$ cat src/hdl/turmite_step_engine_top_assert.svh
// assertion macros for the turmite step engine
// no dependencies; included by the top level, which checks its own logic
`ifndef TURMITE_STEP_ENGINE_TOP_ASSERT_SVH
`define TURMITE_STEP_ENGINE_TOP_ASSERT_SVH

// condition in one cycle implies consequence in the next
`define TSE_ASSERT_NEXT(label, clk, rst_n, ante, cons, msg) \
    label: assert property (@(posedge clk) disable iff (!rst_n) (ante) |=> (cons)) \
        else $error(msg);

// condition implies consequence in the same cycle
`define TSE_ASSERT_SAME(label, clk, rst_n, ante, cons, msg) \
    label: assert property (@(posedge clk) disable iff (!rst_n) (ante) |-> (cons)) \
        else $error(msg);

`endif

$ cat src/hdl/tse_pkg.sv
// shared types, codes and defaults of the turmite step engine
// no dependencies
package tse_pkg;

    localparam int MAX_RULES_DEF  = 16;
    localparam int COORD_BITS_DEF = 16;
    localparam int RULE_SLOTS     = 16;   // addressable by the rule state field
    localparam int STATE_W        = 4;
    localparam int POS_W          = 16;
    localparam int CFG_IDX_W      = 2;
    localparam int CFG_DATA_W     = 16;

    typedef enum logic [2:0] {
        CMD_STEP    = 3'd0,
        CMD_APPEND  = 3'd1,
        CMD_KILL    = 3'd2,
        CMD_RAISE   = 3'd3,
        CMD_RESTART = 3'd4
    } t_cmd;

    typedef enum logic [1:0] {
        TURN_NONE  = 2'd0,
        TURN_LEFT  = 2'd1,
        TURN_RIGHT = 2'd2,
        TURN_UTURN = 2'd3
    } t_turn;

    typedef enum logic [1:0] {
        DIR_NORTH = 2'd0,
        DIR_EAST  = 2'd1,
        DIR_SOUTH = 2'd2,
        DIR_WEST  = 2'd3
    } t_dir;

    typedef enum logic [CFG_IDX_W-1:0] {
        CFG_START_X       = 2'd0,
        CFG_START_Y       = 2'd1,
        CFG_START_RULE    = 2'd2,
        CFG_START_HEADING = 2'd3
    } t_cfg_idx;

    // bit layout: next0 in the low nibble up to paint1 on top
    typedef struct packed {
        logic               paint1;
        logic               paint0;
        t_turn              turn1;
        t_turn              turn0;
        logic [STATE_W-1:0] next1;
        logic [STATE_W-1:0] next0;
    } t_rule;

    typedef struct packed {
        logic signed [POS_W-1:0] x;
        logic signed [POS_W-1:0] y;
        logic [STATE_W-1:0]      rule;
        t_dir                    heading;
    } t_start;

    typedef struct packed {
        logic valid;
        t_cmd cmd;
        logic color;
    } t_item_ctl;

endpackage

$ cat src/hdl/turmite_step_engine_top.sv
// top level of the turmite step engine: handshake, start registers, result register
// depends on tse_pkg, tse_rule_tbl, tse_head and the assertion macro header
`include "turmite_step_engine_top_assert.svh"

// Two-color turmite. Load the rule table with append words (one rule per word, in
// order), set the start registers while idle, then send restart, step, kill and raise
// words; every word gives one result word. Throughput is one word per clock while the
// sink keeps ready high: a word is captured in the input register, then the head
// update (one read of the flop-based rule table at the current rule state, a 2-bit
// heading add and one coordinate increment or decrement) runs combinationally and
// lands in the head state and the result register together, so the following word
// sees the new state. The result register stalls only when the sink holds ready low.
module turmite_step_engine_top
    import tse_pkg::*;
#(
    parameter int MAX_RULES  = MAX_RULES_DEF,
    parameter int COORD_BITS = COORD_BITS_DEF
) (
    input  logic                  i_clk,
    input  logic                  i_rst_n,
    // configuration
    input  logic                  i_cfg_valid,
    output logic                  o_cfg_ready,
    input  logic [CFG_IDX_W-1:0]  i_cfg_index,
    input  logic [CFG_DATA_W-1:0] i_cfg_data,
    // input words
    input  logic                  i_in_valid,
    output logic                  o_in_ready,
    input  logic [2:0]            i_cmd,
    input  logic                  i_cell_color,
    input  logic [3:0]            i_next_if_zero,
    input  logic [3:0]            i_next_if_one,
    input  logic [1:0]            i_turn_if_zero,
    input  logic [1:0]            i_turn_if_one,
    input  logic                  i_paint_if_zero,
    input  logic                  i_paint_if_one,
    // result words
    output logic                  o_out_valid,
    input  logic                  i_out_ready,
    output logic                  o_paint_color,
    output logic signed [15:0]    o_pos_x,
    output logic signed [15:0]    o_pos_y,
    output logic [1:0]            o_heading,
    output logic [3:0]            o_rule_state,
    output logic                  o_is_alive,
    output logic                  o_moved,
    output logic                  o_table_full
);

    t_start             r_start;

    logic               r_in_valid;
    t_cmd               r_in_cmd;
    logic               r_in_color;
    t_rule              r_in_rule;

    logic               r_out_valid;
    logic               r_paint;
    logic [POS_W-1:0]   r_pos_x, r_pos_y;
    t_dir               r_heading;
    logic [STATE_W-1:0] r_rule_state;
    logic               r_alive;
    logic               r_moved;
    logic               r_full;

    logic               w_fire;
    logic               w_append;
    t_item_ctl          w_ctl;
    t_rule              w_rule;
    logic               w_refused;
    logic [STATE_W-1:0] w_addr;
    logic               w_paint, w_moved, w_alive;
    logic [POS_W-1:0]   w_pos_x, w_pos_y;
    t_dir               w_heading;
    logic [STATE_W-1:0] w_rule_state;

    // start registers; the user must write them only while idle, the block does not enforce it
    assign o_cfg_ready = 1'b1;

    always_ff @(posedge i_clk) begin
        if (!i_rst_n) begin
            r_start <= '0;
        end else if (i_cfg_valid) begin
            unique case (t_cfg_idx'(i_cfg_index))
                CFG_START_X:       r_start.x       <= signed'(i_cfg_data);
                CFG_START_Y:       r_start.y       <= signed'(i_cfg_data);
                CFG_START_RULE:    r_start.rule    <= i_cfg_data[STATE_W-1:0];
                CFG_START_HEADING: r_start.heading <= t_dir'(i_cfg_data[1:0]);
                default: ;
            endcase
        end
    end

    // the compute stage fires when its result has somewhere to go
    assign w_fire     = r_in_valid && (!r_out_valid || i_out_ready);
    assign o_in_ready = !r_in_valid || w_fire;

    always_ff @(posedge i_clk) begin
        if (!i_rst_n) begin
            r_in_valid <= 1'b0;
        end else if (o_in_ready) begin
            r_in_valid <= i_in_valid;
        end
    end

    always_ff @(posedge i_clk) begin
        if (i_in_valid && o_in_ready) begin
            r_in_cmd         <= t_cmd'(i_cmd);
            r_in_color       <= i_cell_color;
            r_in_rule.next0  <= i_next_if_zero;
            r_in_rule.next1  <= i_next_if_one;
            r_in_rule.turn0  <= t_turn'(i_turn_if_zero);
            r_in_rule.turn1  <= t_turn'(i_turn_if_one);
            r_in_rule.paint0 <= i_paint_if_zero;
            r_in_rule.paint1 <= i_paint_if_one;
        end
    end

    assign w_append    = w_fire && (r_in_cmd == CMD_APPEND);
    assign w_ctl.valid = w_fire;
    assign w_ctl.cmd   = r_in_cmd;
    assign w_ctl.color = r_in_color;

    tse_rule_tbl #(
        .MAX_RULES (MAX_RULES)
    ) u_tbl (
        .i_clk     (i_clk),
        .i_rst_n   (i_rst_n),
        .i_append  (w_append),
        .i_rule    (r_in_rule),
        .i_addr    (w_addr),
        .o_rule    (w_rule),
        .o_refused (w_refused)
    );

    tse_head #(
        .COORD_BITS (COORD_BITS)
    ) u_head (
        .i_clk        (i_clk),
        .i_rst_n      (i_rst_n),
        .i_ctl        (w_ctl),
        .i_rule       (w_rule),
        .i_start      (r_start),
        .o_rule_addr  (w_addr),
        .o_paint      (w_paint),
        .o_moved      (w_moved),
        .o_pos_x      (w_pos_x),
        .o_pos_y      (w_pos_y),
        .o_heading    (w_heading),
        .o_rule_state (w_rule_state),
        .o_alive      (w_alive)
    );

    always_ff @(posedge i_clk) begin
        if (!i_rst_n) begin
            r_out_valid <= 1'b0;
        end else if (w_fire) begin
            r_out_valid <= 1'b1;
        end else if (i_out_ready) begin
            r_out_valid <= 1'b0;
        end
    end

    always_ff @(posedge i_clk) begin
        if (w_fire) begin
            r_paint      <= w_paint;
            r_pos_x      <= w_pos_x;
            r_pos_y      <= w_pos_y;
            r_heading    <= w_heading;
            r_rule_state <= w_rule_state;
            r_alive      <= w_alive;
            r_moved      <= w_moved;
            r_full       <= w_append && w_refused;
        end
    end

    assign o_out_valid   = r_out_valid;
    assign o_paint_color = r_paint;
    assign o_pos_x       = signed'(r_pos_x);
    assign o_pos_y       = signed'(r_pos_y);
    assign o_heading     = r_heading;
    assign o_rule_state  = r_rule_state;
    assign o_is_alive    = r_alive;
    assign o_moved       = r_moved;
    assign o_table_full  = r_full;

    `TSE_ASSERT_NEXT(a_moved_only_on_step, i_clk, i_rst_n,
        w_fire && (r_in_cmd != CMD_STEP), !r_moved, "moved set by a word that is not a step")
    `TSE_ASSERT_NEXT(a_full_only_on_append, i_clk, i_rst_n,
        w_fire && (r_in_cmd != CMD_APPEND), !r_full,
        "table full set by a word that is not an append")
    `TSE_ASSERT_NEXT(a_restart_alive, i_clk, i_rst_n,
        w_fire && (r_in_cmd == CMD_RESTART), r_alive && (r_heading == r_start.heading),
        "restart did not load the head")
    `TSE_ASSERT_NEXT(a_kill_dead, i_clk, i_rst_n,
        w_fire && (r_in_cmd == CMD_KILL), !r_alive, "kill left the head alive")
    `TSE_ASSERT_SAME(a_ready_when_free, i_clk, i_rst_n,
        !r_out_valid, o_in_ready, "input stalled with an empty result register")

endmodule

$ cat src/hdl/tse_rule_tbl.sv
// rule table: flop array filled by appends in order, with fill count
// depends on tse_pkg
module tse_rule_tbl
    import tse_pkg::*;
#(
    parameter int MAX_RULES = MAX_RULES_DEF
) (
    input  logic               i_clk,
    input  logic               i_rst_n,
    input  logic               i_append,
    input  t_rule              i_rule,
    input  logic [STATE_W-1:0] i_addr,
    output t_rule              o_rule,
    output logic               o_refused
);

    // entries past the state field range can never be read back
    localparam int TBL_DEPTH = (MAX_RULES < RULE_SLOTS) ? MAX_RULES : RULE_SLOTS;
    localparam int TBL_AW    = (TBL_DEPTH > 1) ? $clog2(TBL_DEPTH) : 1;
    localparam int CNT_W     = $clog2(MAX_RULES + 1);

    t_rule              r_table [0:(2**TBL_AW)-1];
    logic [CNT_W-1:0]   r_count;
    logic               w_store;

    assign o_refused = (r_count >= CNT_W'(MAX_RULES));
    assign w_store   = i_append && !o_refused && (r_count < CNT_W'(TBL_DEPTH));

    always_ff @(posedge i_clk) begin
        if (!i_rst_n) begin
            r_count <= '0;
        end else if (i_append && !o_refused) begin
            r_count <= r_count + CNT_W'(1);
        end
    end

    always_ff @(posedge i_clk) begin
        if (w_store) begin
            r_table[r_count[TBL_AW-1:0]] <= i_rule;
        end
    end

    assign o_rule = r_table[i_addr[TBL_AW-1:0]];

endmodule

$ cat src/hdl/tse_head.sv
// head state: position, heading, rule state, alive flag and their update
// depends on tse_pkg
module tse_head
    import tse_pkg::*;
#(
    parameter int COORD_BITS = COORD_BITS_DEF
) (
    input  logic               i_clk,
    input  logic               i_rst_n,
    input  t_item_ctl          i_ctl,
    input  t_rule              i_rule,
    input  t_start             i_start,
    output logic [STATE_W-1:0] o_rule_addr,
    output logic               o_paint,
    output logic               o_moved,
    output logic [POS_W-1:0]   o_pos_x,
    output logic [POS_W-1:0]   o_pos_y,
    output t_dir               o_heading,
    output logic [STATE_W-1:0] o_rule_state,
    output logic               o_alive
);

    localparam int EXT_W = (COORD_BITS > POS_W) ? COORD_BITS : POS_W;

    logic [COORD_BITS-1:0] r_x, n_x;
    logic [COORD_BITS-1:0] r_y, n_y;
    t_dir                  r_dir, n_dir;
    logic [STATE_W-1:0]    r_rule, n_rule;
    logic                  r_alive, n_alive;

    logic [STATE_W-1:0]    w_next;
    t_turn                 w_turn;
    t_dir                  w_turned;
    logic [EXT_W-1:0]      w_sx, w_sy, w_ox, w_oy;

    assign w_next = i_ctl.color ? i_rule.next1 : i_rule.next0;
    assign w_turn = i_ctl.color ? i_rule.turn1 : i_rule.turn0;
    assign w_sx   = EXT_W'(i_start.x);
    assign w_sy   = EXT_W'(i_start.y);

    always_comb begin
        unique case (w_turn)
            TURN_NONE:  w_turned = r_dir;
            TURN_LEFT:  w_turned = t_dir'(r_dir + 2'd3);
            TURN_RIGHT: w_turned = t_dir'(r_dir + 2'd1);
            TURN_UTURN: w_turned = t_dir'(r_dir + 2'd2);
            default:    w_turned = r_dir;
        endcase
    end

    always_comb begin
        n_x     = r_x;
        n_y     = r_y;
        n_dir   = r_dir;
        n_rule  = r_rule;
        n_alive = r_alive;
        o_moved = 1'b0;
        o_paint = 1'b0;
        if (i_ctl.valid) begin
            unique case (i_ctl.cmd)
                CMD_STEP: begin
                    o_paint = i_ctl.color ? i_rule.paint1 : i_rule.paint0;
                    if (r_alive) begin
                        n_dir   = w_turned;
                        n_rule  = w_next;
                        o_moved = 1'b1;
                        // north decreases y
                        unique case (w_turned)
                            DIR_NORTH: n_y = r_y - COORD_BITS'(1);
                            DIR_EAST:  n_x = r_x + COORD_BITS'(1);
                            DIR_SOUTH: n_y = r_y + COORD_BITS'(1);
                            DIR_WEST:  n_x = r_x - COORD_BITS'(1);
                            default:   n_y = r_y + COORD_BITS'(1);
                        endcase
                    end
                end
                CMD_KILL:  n_alive = 1'b0;
                CMD_RAISE: n_alive = 1'b1;
                CMD_RESTART: begin
                    n_x     = w_sx[COORD_BITS-1:0];
                    n_y     = w_sy[COORD_BITS-1:0];
                    n_dir   = i_start.heading;
                    n_rule  = i_start.rule;
                    n_alive = 1'b1;
                end
                default: ;   // append and unused codes leave the head alone
            endcase
        end
    end

    always_ff @(posedge i_clk) begin
        if (!i_rst_n) begin
            r_x     <= '0;
            r_y     <= '0;
            r_dir   <= DIR_NORTH;
            r_rule  <= '0;
            r_alive <= 1'b1;
        end else begin
            r_x     <= n_x;
            r_y     <= n_y;
            r_dir   <= n_dir;
            r_rule  <= n_rule;
            r_alive <= n_alive;
        end
    end

    assign w_ox = EXT_W'(n_x);
    assign w_oy = EXT_W'(n_y);

    assign o_rule_addr  = r_rule;
    assign o_pos_x      = w_ox[POS_W-1:0];
    assign o_pos_y      = w_oy[POS_W-1:0];
    assign o_heading    = n_dir;
    assign o_rule_state = n_rule;
    assign o_alive      = n_alive;

endmodule

$ cat config.mk
export PLATFORM = sky130hd
export DESIGN_NAME = turmite_step_engine_top
export DESIGN_NICKNAME = d
export VERILOG_FILES = /design/src/hdl/tse_pkg.sv /design/src/hdl/turmite_step_engine_top.sv /design/src/hdl/tse_rule_tbl.sv /design/src/hdl/tse_head.sv
export VERILOG_INCLUDE_DIRS = /design/src /design/src/hdl
export SDC_FILE = /design/constraint.sdc
export NUM_CORES = 1
export LEC_CHECK = 0
export BUFFER_PORTS_ARGS = -buffer_cell sky130_fd_sc_hd__buf_2
export CELL_PAD_IN_SITES_DETAIL_PLACEMENT = 1
export CELL_PAD_IN_SITES_GLOBAL_PLACEMENT = 1
export CORE_MARGIN = 2
export CORE_UTILIZATION = 50
export CTS_BUF_LIST = sky130_fd_sc_hd__clkbuf_16
export CTS_CLUSTER_SIZE = 16
export DETAILED_ROUTE_END_ITERATION = 10
export PLACE_DENSITY_LB_ADDON = 0.1
export SLEW_MARGIN = 0
export SYNTH_ARGS = -nofsm -noshare
export SYNTH_HDL_FRONTEND = slang
export SYNTH_SLANG_ARGS = --single-unit
$ cat constraint.sdc
create_clock -name i_clk -period 6.3 [get_ports i_clk]
set_input_delay 0.945 -clock i_clk [delete_from_list [all_inputs] [get_ports i_clk]]
set_output_delay 0.945 -clock i_clk [all_outputs]
set_load 0.01 [all_outputs]
==> impl_metrics.json, run 1 <==
{
  "fin_skew_ns": 0.0165,
  "syn2layout_area_growth_pct": 14.4,
  "syn_inst": 1064,
  "synth_top_area_share_pct": 54.8,
  "die_area_sq_mm": 0.0325,
  "required_ns": 6.72,
  "synth-edff-count": 284,
  "finalCritPeriodShare_pct": 92.5,
  "yosysTopAreaCell": "edfxtp_1",
  "fillers": 2909,
  "io_pins": 86,
  "end_kind": "flip-flop",
  "h-tree-depth": 2,
  "cts_tree": "yes",
  "grt_antenna_before_repair": 0,
  "fin_hold_ws_ns": 0.462,
  "ys_seq_elements": 368,
  "setup_viol": 0,
  "cts_resized": 0,
  "wl_um": 39100,
  "maxSlewHeadroom_pct": 24.3,
  "postCtsHoldBufs": 0,
  "max_freq_ghz": 0.172,
  "start_util_pct": 50.9,
  "synth_cell_types": 63,
  "hold_viol_final": 0,
  "fin_area_sq_mm": 0.0178,
  "num_vias": 9453,
  "first_iter_violations": 615,
  "nNetsFinal": 1255,
  "power.leakage_uw": 0.00636,
  "rows": 64,
  "die_h_um": 180,
  "cts.sinks": 368,
  "synth.most_common_cell": "edfxtp_1",
  "critPathKind": "flip-flop to flip-flop",
  "max-vdd-ir-drop_uv": 250,
  "grt_overflow_total": 0,
  "worstHoldPathType": "flip-flop to flip-flop",
  "gp_congestion": 0.844,
  "drive_gt1_share_pct": 20.8,
  "synth_nets": 1144,
  "post_cts_buffers": 0,
  "cap_violations": 0,
  "async_flop_share_pct": 0,
  "cts_buffers": 40,
  "drtAntennaViolNets": 0,
  "grt_max_degree": 49,
  "insertion_delay_ns": 0.53,
  "tightest_slew_ns": 1.13,
  "core_area_sq_mm": 0.0306,
  "rsz0062_at_grt": "no",
  "ys_warn_count": 0,
  "synth_flop_cell": "edfxtp_1",
  "grt_pass1_vias": 10127,
  "dpl.hpwl_um": 25700,
  "cts_buffer_depth": 3,
  "n_antenna_cell": 0,
  "root_buffer": "clkbuf_16",
  "route.detailed.vias_per_inst": 5.91,
  "min_period_ns": 5.83,
  "worstSetupStartpointType": "flip-flop",
  "clk_pin_slew_worst_paths_ns": 0.06,
  "drcViolationCount": 0,
  "dr.pass1.iters": 5,
  "cp.arrival_ns": 6.25,
  "status": "finished clean",
  "path_max_fanout": 18,
  "p_per_area_mw_per_mm2": 296,
  "wl_per_cell_um": 24.4,
  "tns_ns": 0,
  "netlist_area_sq_mm": 0.0156,
  "seq_area_frac_synth_pct": 65.6,
  "place_area_sq_mm": 0.0166,
  "groute.usage.overall_pct": 24.1,
  "synth_area_leaders": "edfxtp_1 (55%), dfxtp_1 (11%), mux4_2 (10%)",
  "synth_commonest_cells": "edfxtp_1 (284), nand2_1 (123), dfxtp_1 (84)",
  "syn_area_per_cell_sq_um": 14.6,
  "drv_slew": 0,
  "grt_pass1_wl_um": 60000,
  "fp.dieW_um": 180,
  "port_buffers": 84
}
flip-flops by register name, indices dropped and copies added, names as in the netlist, 2 cells and up:
signal / flops
o_pos_y: 16
u_tbl.r_count: 5
u_head.r_y: 16
o_pos_x: 16
r_start: 38
r_in_cmd: 3
o_rule_state: 4
u_tbl.r_table: 224
r_in_rule: 14
u_head.o_rule_addr: 4
u_head.r_dir: 2
o_heading: 2
u_head.r_x: 16
area by class of cell:
cell class / instances / area, sq um / area share [%]
flip-flops and latches: 368 / 10200 / 57.4
repair buffers: 115 / 653 / 3.67
clock buffers: 40 / 1000 / 5.62
multi-input cells: 632 / 5130 / 28.8
inverters: 18 / 67.6 / 0.380
clock inverters: 30 / 239 / 1.34
well taps: 396 / 495 / 2.78
layer usage:
metal	wire length, um	track usage [%]	vias up
met5	0	0	-
met4	1250	7.97	0
met3	1630	3.50	83
met2	20000	42.4	234
met1	16200	30.9	4817
li1	-	-	4319
stage by stage:
step / setup slack, ns / std cells / power, uW / utilization [%]
after floorplan: 0.628 / 1064 / 2950 / -
after global placement: 0.700 / 1529 / 3080 / 54.1
after detailed placement: 0.471 / 1529 / 3080 / 54.1
after CTS: 0.425 / 1599 / 5310 / 58.2
after global routing: 0.0593 / 1599 / 5440 / 58.2
final: 0.474 / 1599 / 5270 / 58.2
worst max-delay path, cell delays in order, from the launching register on:
cell	delay, ns
dfxtp_4	0.57
mux4_2	0.56
mux4_2	0.48
mux2i_1	0.22
inv_1	0.10
ha_1	0.22
xnor2_1	0.17
mux2_1	0.34
a221o_1	0.44
nand2_1	0.16
inv_1	0.11
buf_4	0.20
ha_1	0.38
a21o_1	0.23
a21o_1	0.17
a21oi_1	0.28
a21boi_0	0.14
o2bb2ai_1	0.23
mux2i_1	0.34
mux2_1	0.35
cells by family after synthesis:
logic type	share of synthesized area, %
DFF	65.6
and+or+nand+nor	8.07
AOI/OAI and AO/OA	8.55
muxes	11.5
buffers and inverters	1.71
adders and majority gates	3.23
xor gates and xnor gates	1.29
other	0.0241
worst paths after layout:
check	start	to	slack (ns)	cells after the start
max	u_head.o_rule_addr[0]$_SDFF_PN0_	u_head.r_x[15]$_SDFF_PN0_	0.47	19
min	r_start[16]$_SDFFE_PN0P_	r_start[16]$_SDFFE_PN0P_	0.46	2
max reg2reg	u_head.o_rule_addr[0]$_SDFF_PN0_	u_head.r_x[15]$_SDFF_PN0_	0.47	19
min reg2reg	r_start[16]$_SDFFE_PN0P_	r_start[16]$_SDFFE_PN0P_	0.46	2
cell usage in the layout (no fill, tap or decap), types with 30 or more instances in the layout:
cell | netlist | layout
dfxtp_1 | 84 | 82
buf_4 | 4 | 31
edfxtp_1 | 284 | 284
o21ai_0 | 33 | 32
a21oi_1 | 67 | 67
and2_1 | 30 | 30
nor2_1 | 50 | 50
buf_2 | 9 | 84
nand2_1 | 123 | 123
mux4_2 | 69 | 69
ha_1 | 37 | 37
clkbuf_16 | 0 | 40
power by group:
| group | leakage [uW] | total, uW | switching (uW) | internal, uW |
|---|---|---|---|---|
| clock network | 0.000647 | 2240 | 925 | 1310 |
| logic | 0.00243 | 345 | 216 | 129 |
| registers | 0.00328 | 2690 | 39.1 | 2650 |
| total | 0.00636 | 5270 | 1180 | 4090 |
(Power assumes the default switching activity.)
==> run 2: changes to the inputs <==
Settings changed: ABC_CLOCK_PERIOD_IN_PS set to 6300, PLACE_DENSITY_LB_ADDON 0.1 to 0.05.
==> run 2 against run 1 <==
Net effect:
- count of clock-buffer cells in the layout grew 1
- critical path type unchanged
- via count is 0.30% higher
- critical path depth is 1 lower
- design area rose by 0.86%
==> impl_metrics.json, run 2 (same netlist as run 1, synthesis figures left out) <==
{
  "syn2layout_area_growth_pct": 15.4,
  "gp_congestion": 0.821,
  "min_period_ns": 5.70,
  "rows": 64,
  "layout_commonest_cell": "edfxtp_1",
  "cts.sinks": 368,
  "groute.usage.overall_pct": 24.3,
  "wl_um": 39000,
  "seq_area_sq_mm": 0.0102,
  "worst_slack_ns": 0.598,
  "path_max_fanout": 19,
  "r2r_slack_ns": 0.60,
  "dp.cells": 1528,
  "first_iter_violations": 746,
  "cap_violations": 0,
  "clk_pin_slew_worst_paths_ns": 0.07,
  "grt_antenna_before_repair": 0,
  "root_buffer": "clkbuf_16",
  "drive_gt1_share_pct": 21.9,
  "maxSlewHeadroom_pct": 24.3,
  "finalCritPeriodShare_pct": 90.5,
  "num_vias": 9481,
  "slowest_delay_ns": 0.58,
  "die_h_um": 180,
  "max-vdd-ir-drop_uv": 263,
  "worstSetupStartpointType": "flip-flop",
  "cts_buffer_depth": 3,
  "largest_register_ffs": 224,
  "finalPower_uw": 5480,
  "power.leakage_uw": 0.00640,
  "crit_chain": "mux4_2 -> mux4_2 -> mux2i_1 -> inv_1 -> ha_1 -> xnor2_1 -> mux2_1 -> a221o_1 -> nand2_1 -> inv_1 -> ha_1 -> and2_1 -> a221oi_1 -> a21oi_1 -> nor3b_1 -> o2bb2ai_1 -> mux2i_1 -> mux2_1",
  "start_util_pct": 50.9,
  "grt_pass1_vias": 9930,
  "n_antenna_cell": 0,
  "dr.pass1.iters": 5,
  "p_per_area_mw_per_mm2": 305,
  "grt_overflow_total": 0,
  "multi_input_area_sq_mm": 0.00513,
  "rsz0062_at_grt": "no",
  "end_kind": "flip-flop",
  "wl_per_cell_um": 24.3,
  "port_buffers": 84,
  "drtAntennaViolNets": 0,
  "fin_skew_ns": 0.0197,
  "tns_ns": 0,
  "die_area_sq_mm": 0.0325,
  "h-tree-depth": 2,
  "drcViolationCount": 0,
  "drv_slew": 0,
  "cp.arrival_ns": 6.13,
  "io_pins": 86,
  "dpl.hpwl_um": 25500,
  "route.detailed.vias_per_inst": 5.92,
  "instances_no_fill": 1601,
  "grt_max_degree": 47,
  "nNetsFinal": 1254,
  "grt_pass1_wl_um": 60000,
  "fp.dieW_um": 180,
  "layout_common_cells": "edfxtp_1 (284), nand2_1 (122), buf_2 (84), dfxtp_1 (82), mux4_2 (69)",
  "post_cts_buffers": 0,
  "setup_viol": 0,
  "status": "finished clean",
  "tightest_slew_ns": 1.13,
  "max_freq_ghz": 0.175,
  "cts_tree": "yes",
  "required_ns": 6.73,
  "insertion_delay_ns": 0.54,
  "worstHoldPathType": "flip-flop to flip-flop",
  "core_area_sq_mm": 0.0306,
  "place_ws_ns": 0.464,
  "cts_buffers": 40,
  "fillers": 2917,
  "hold_viol_final": 0,
  "critPathSlowestCell": "dfxtp_4",
  "critPathKind": "flip-flop to flip-flop"
}
## run 2: path summary, 6_finish.rpt
kind,end,startpoint,cells after the start
setup / recovery,u_head.r_x[15]$_SDFF_PN0_,u_head.o_rule_addr[0]$_SDFF_PN0_,18
hold / removal,r_start[13]$_SDFFE_PN0P_,r_start[13]$_SDFFE_PN0P_,2
hold reg to reg,r_start[13]$_SDFFE_PN0P_,r_start[13]$_SDFFE_PN0P_,2
setup reg to reg,u_head.r_x[15]$_SDFF_PN0_,u_head.o_rule_addr[0]$_SDFF_PN0_,18
## run 2: report_power, final
part           internal [uW]  switching [uW]
clock network           1480             965
logic                    129             217
registers               2650            38.6
## run 2: per-stage QoR
step                area [sq um]  hold WS, ns  util (%)
floorplan                  15600        0.436         -
global placement           16600        0.447      54.1
detailed placement         16600        0.453      54.1
CTS                        18000        0.465      58.7
global route               18000        0.487      58.7
finish                     18000        0.461      58.7
## run 2: area by class of cell
cell class	count	share of cell area [%]
tap	396	2.76
sequential	368	56.9
clock buffer	41	5.71
multi-input combinational	632	28.6
timing repair buffer	114	3.60
clock inverter	32	2.08
inverter	18	0.376
## run 2: critical path: cells and delay by family, from the launching register on
kind	cells	cell delay, ns
multiplexers	6	2.20
XOR/XNOR	1	0.15
buffers and inverters	2	0.19
adder cells (fa/ha/maj)	2	0.56
flip-flops	1	0.58
AO/OA/AOI/OAI	4	1.16
AND/OR/NAND/NOR	3	0.73
## run 2: per-layer routing
layer	part of all wire (%)	wire (um)	vias to the layer above	global-route usage [%]
met5	0	0	-	0
met4	3.0	1180	0	8.06
met3	4.0	1580	72	3.40
met2	51	19700	257	41.6
met1	42	16500	4828	32.1
li1	-	-	4324	-
## run 2: what timing repair did
item	CTS	global route
hold buffers	0	0
resized for setup	0	1
endpoints found under the setup margin	0	1
==> run 3: changes to the inputs <==
Settings changed: CORE_ASPECT_RATIO set to 0.8, REMOVE_ABC_BUFFERS set to 1.
==> run 3 against run 2 <==
Net effect:
- clock skew down 0.0014 ns
- design area fell by 1.0%
- count of clock-buffer cells in the layout decreased by 2
- global-route usage rose by 1.3 points
- sequential share of layout area up 0.59 points
- sequential cell count unchanged
- register-to-register slack worse by 0.21 ns
- power is 6.9% lower
- clock power shrank 16%
- wire length rose by 4.0%
- cell count grew 1.4%
- first-iteration DRC count up 9.7%
- critical endpoint is now o_pos_y[15]$_DFFE_PP_
- largest cell class unchanged
==> impl_metrics.json, run 3 (same netlist as run 1, synthesis figures left out) <==
{
  "wl_um": 40500,
  "cts_buffer_depth": 3,
  "rr_startpoint": "u_head.o_rule_addr[0]$_SDFF_PN0_",
  "instances_no_fill": 1624,
  "port_buffers": 84,
  "setup_viol": 0,
  "worstHoldPathType": "flip-flop to flip-flop",
  "grt_pass1_wl_um": 62000,
  "cts_buffers": 38,
  "grt_antenna_before_repair": 2,
  "critPathSlowestCell": "mux4_2",
  "drcViolationCount": 0,
  "grt_max_degree": 56,
  "h-tree-depth": 2,
  "largest_register_ffs": 224,
  "min_period_ns": 5.91,
  "fp.dieW_um": 201,
  "status": "finished clean",
  "tns_ns": 0,
  "fin_skew_ns": 0.0183,
  "maxSlewHeadroom_pct": 20.7,
  "r2r_slack_ns": 0.39,
  "reg2regPathDepth": 20,
  "groute.usage.overall_pct": 25.6,
  "dpl.hpwl_um": 26900,
  "finalPower_uw": 5100,
  "busiest_layer": "met1",
  "p_per_area_mw_per_mm2": 287,
  "cap_violations": 0,
  "max_freq_ghz": 0.169,
  "layout_common_cells": "edfxtp_1 (284), nand2_1 (123), buf_2 (84), dfxtp_1 (82), mux4_2 (69)",
  "path_max_fanout": 12,
  "wl_per_cell_um": 25.0,
  "slowest_delay_ns": 0.52,
  "grt_overflow_total": 0,
  "drv_slew": 0,
  "hold_path_depth": 2,
  "die_h_um": 162,
  "use_met2_pct": 36.9,
  "tightest_slew_ns": 1.17,
  "nNetsFinal": 1261,
  "drtAntennaViolNets": 0,
  "io_pins": 86,
  "cp.arrival_ns": 6.21,
  "r2r_end": "o_pos_y[15]$_DFFE_PP_",
  "route.detailed.vias_per_inst": 5.89,
  "min_from": "r_start[25]$_SDFFE_PN0P_",
  "root_buffer": "clkbuf_16",
  "grt_pass1_vias": 9951,
  "num_vias": 9566,
  "grt_use_met1_pct": 40.1,
  "layout_commonest_cell": "edfxtp_1",
  "max-vdd-ir-drop_uv": 238,
  "rows": 57,
  "syn2layout_area_growth_pct": 14.2,
  "finalCritPeriodShare_pct": 93.8,
  "drive_gt1_share_pct": 20.9,
  "critPathKind": "flip-flop to flip-flop",
  "start_util_pct": 51.0,
  "crit_chain": "buf_12 -> mux4_2 -> mux4_2 -> mux2i_1 -> inv_1 -> ha_1 -> xnor2_1 -> mux2_1 -> a221o_1 -> buf_4 -> nand2_1 -> buf_4 -> ha_1 -> nand3_1 -> nand2_1 -> a31oi_1 -> o21ai_0 -> mux2i_1 -> mux2_1 -> or2_1",
  "end_kind": "flip-flop",
  "first_iter_violations": 818,
  "cts.sinks": 368,
  "dp.cells": 1550,
  "gp_congestion": 0.848,
  "die_area_sq_mm": 0.0326,
  "core_area_sq_mm": 0.0305,
  "postLayoutCoreUtil_pct": 58.2,
  "cts_tree": "yes",
  "power.leakage_uw": 0.00637,
  "required_ns": 6.59,
  "hold-path-endpoint": "r_start[25]$_SDFFE_PN0P_",
  "insertion_delay_ns": 0.54,
  "clk_pin_slew_worst_paths_ns": 0.06,
  "met3_usage_pct": 4.51,
  "fin_hold_ws_ns": 0.464,
  "dr.pass1.iters": 5,
  "worstSetupStartpointType": "flip-flop",
  "hold_viol_final": 0
}
==> run 3: report_power, final <==
part | internal, uW | switching (uW) | leakage [uW]
sequential | 2650 | 40.6 | 0.00328
clock | 1160 | 902 | 0.000599
combinational | 131 | 225 | 0.00249
==> run 3: worst max path at each step <==
stage,endpoint,from,cells after the start
floorplan,u_head.r_x[15]$_SDFF_PN0_,u_head.o_rule_addr[0]$_SDFF_PN0_,18
global placement,o_pos_y[15]$_DFFE_PP_,u_head.o_rule_addr[0]$_SDFF_PN0_,18
detailed placement,o_pos_y[15]$_DFFE_PP_,u_head.o_rule_addr[0]$_SDFF_PN0_,18
CTS,o_pos_y[15]$_DFFE_PP_,u_head.o_rule_addr[0]$_SDFF_PN0_,18
global route,u_head.r_x[15]$_SDFF_PN0_,u_head.o_rule_addr[0]$_SDFF_PN0_,19
finish,o_pos_y[15]$_DFFE_PP_,u_head.o_rule_addr[0]$_SDFF_PN0_,20
==> run 3: through the flow <==
| step | setup WS (ns) | cell area (sq um) |
|---|---|---|
| global placement | 0.511 | 16600 |
| global route | -0.0109 | 17800 |
| detailed placement | 0.370 | 16600 |
| floorplan | -0.991 | 15400 |
| finish | 0.390 | 17800 |
| CTS | 0.316 | 17700 |
==> run 3: layout make-up <==
cell class              count  area [sq um]
fillers                  2966         12800
flip-flops and latches    368         10200
multi-input cells         632          5120
clock buffers              39           976
repair buffers            123           726
well taps                 413           517
clock inverters            30           150
inverters                  18          67.6
diodes                      1          2.50
==> run 3: critical path: cells and delay by family, from the launching register on <==
family	cells	cell delay [ns]
compound gates	3	1.03
xor+xnor	1	0.16
fa+ha+maj	2	0.46
buf+inv	4	0.70
flops	1	0.39
mux	6	2.15
simple gates	4	0.73
==> run 3: timing repair <==
| item | 4_1_cts | 5_1_grt |
|---|---|---|
| setup buffers | 0 | 4 |
| gates resized for setup | 0 | 1 |
| hold buffers | 0 | 0 |
| setup endpoints to repair | 0 | 4 |
==> run 3: per-layer routing <==
layer | up-vias | wire [um]
met1 | 4907 | 19600
li1 | 4327 | -
met3 | 63 | 2460
met2 | 267 | 17800
met5 | - | 13
met4 | 2 | 726
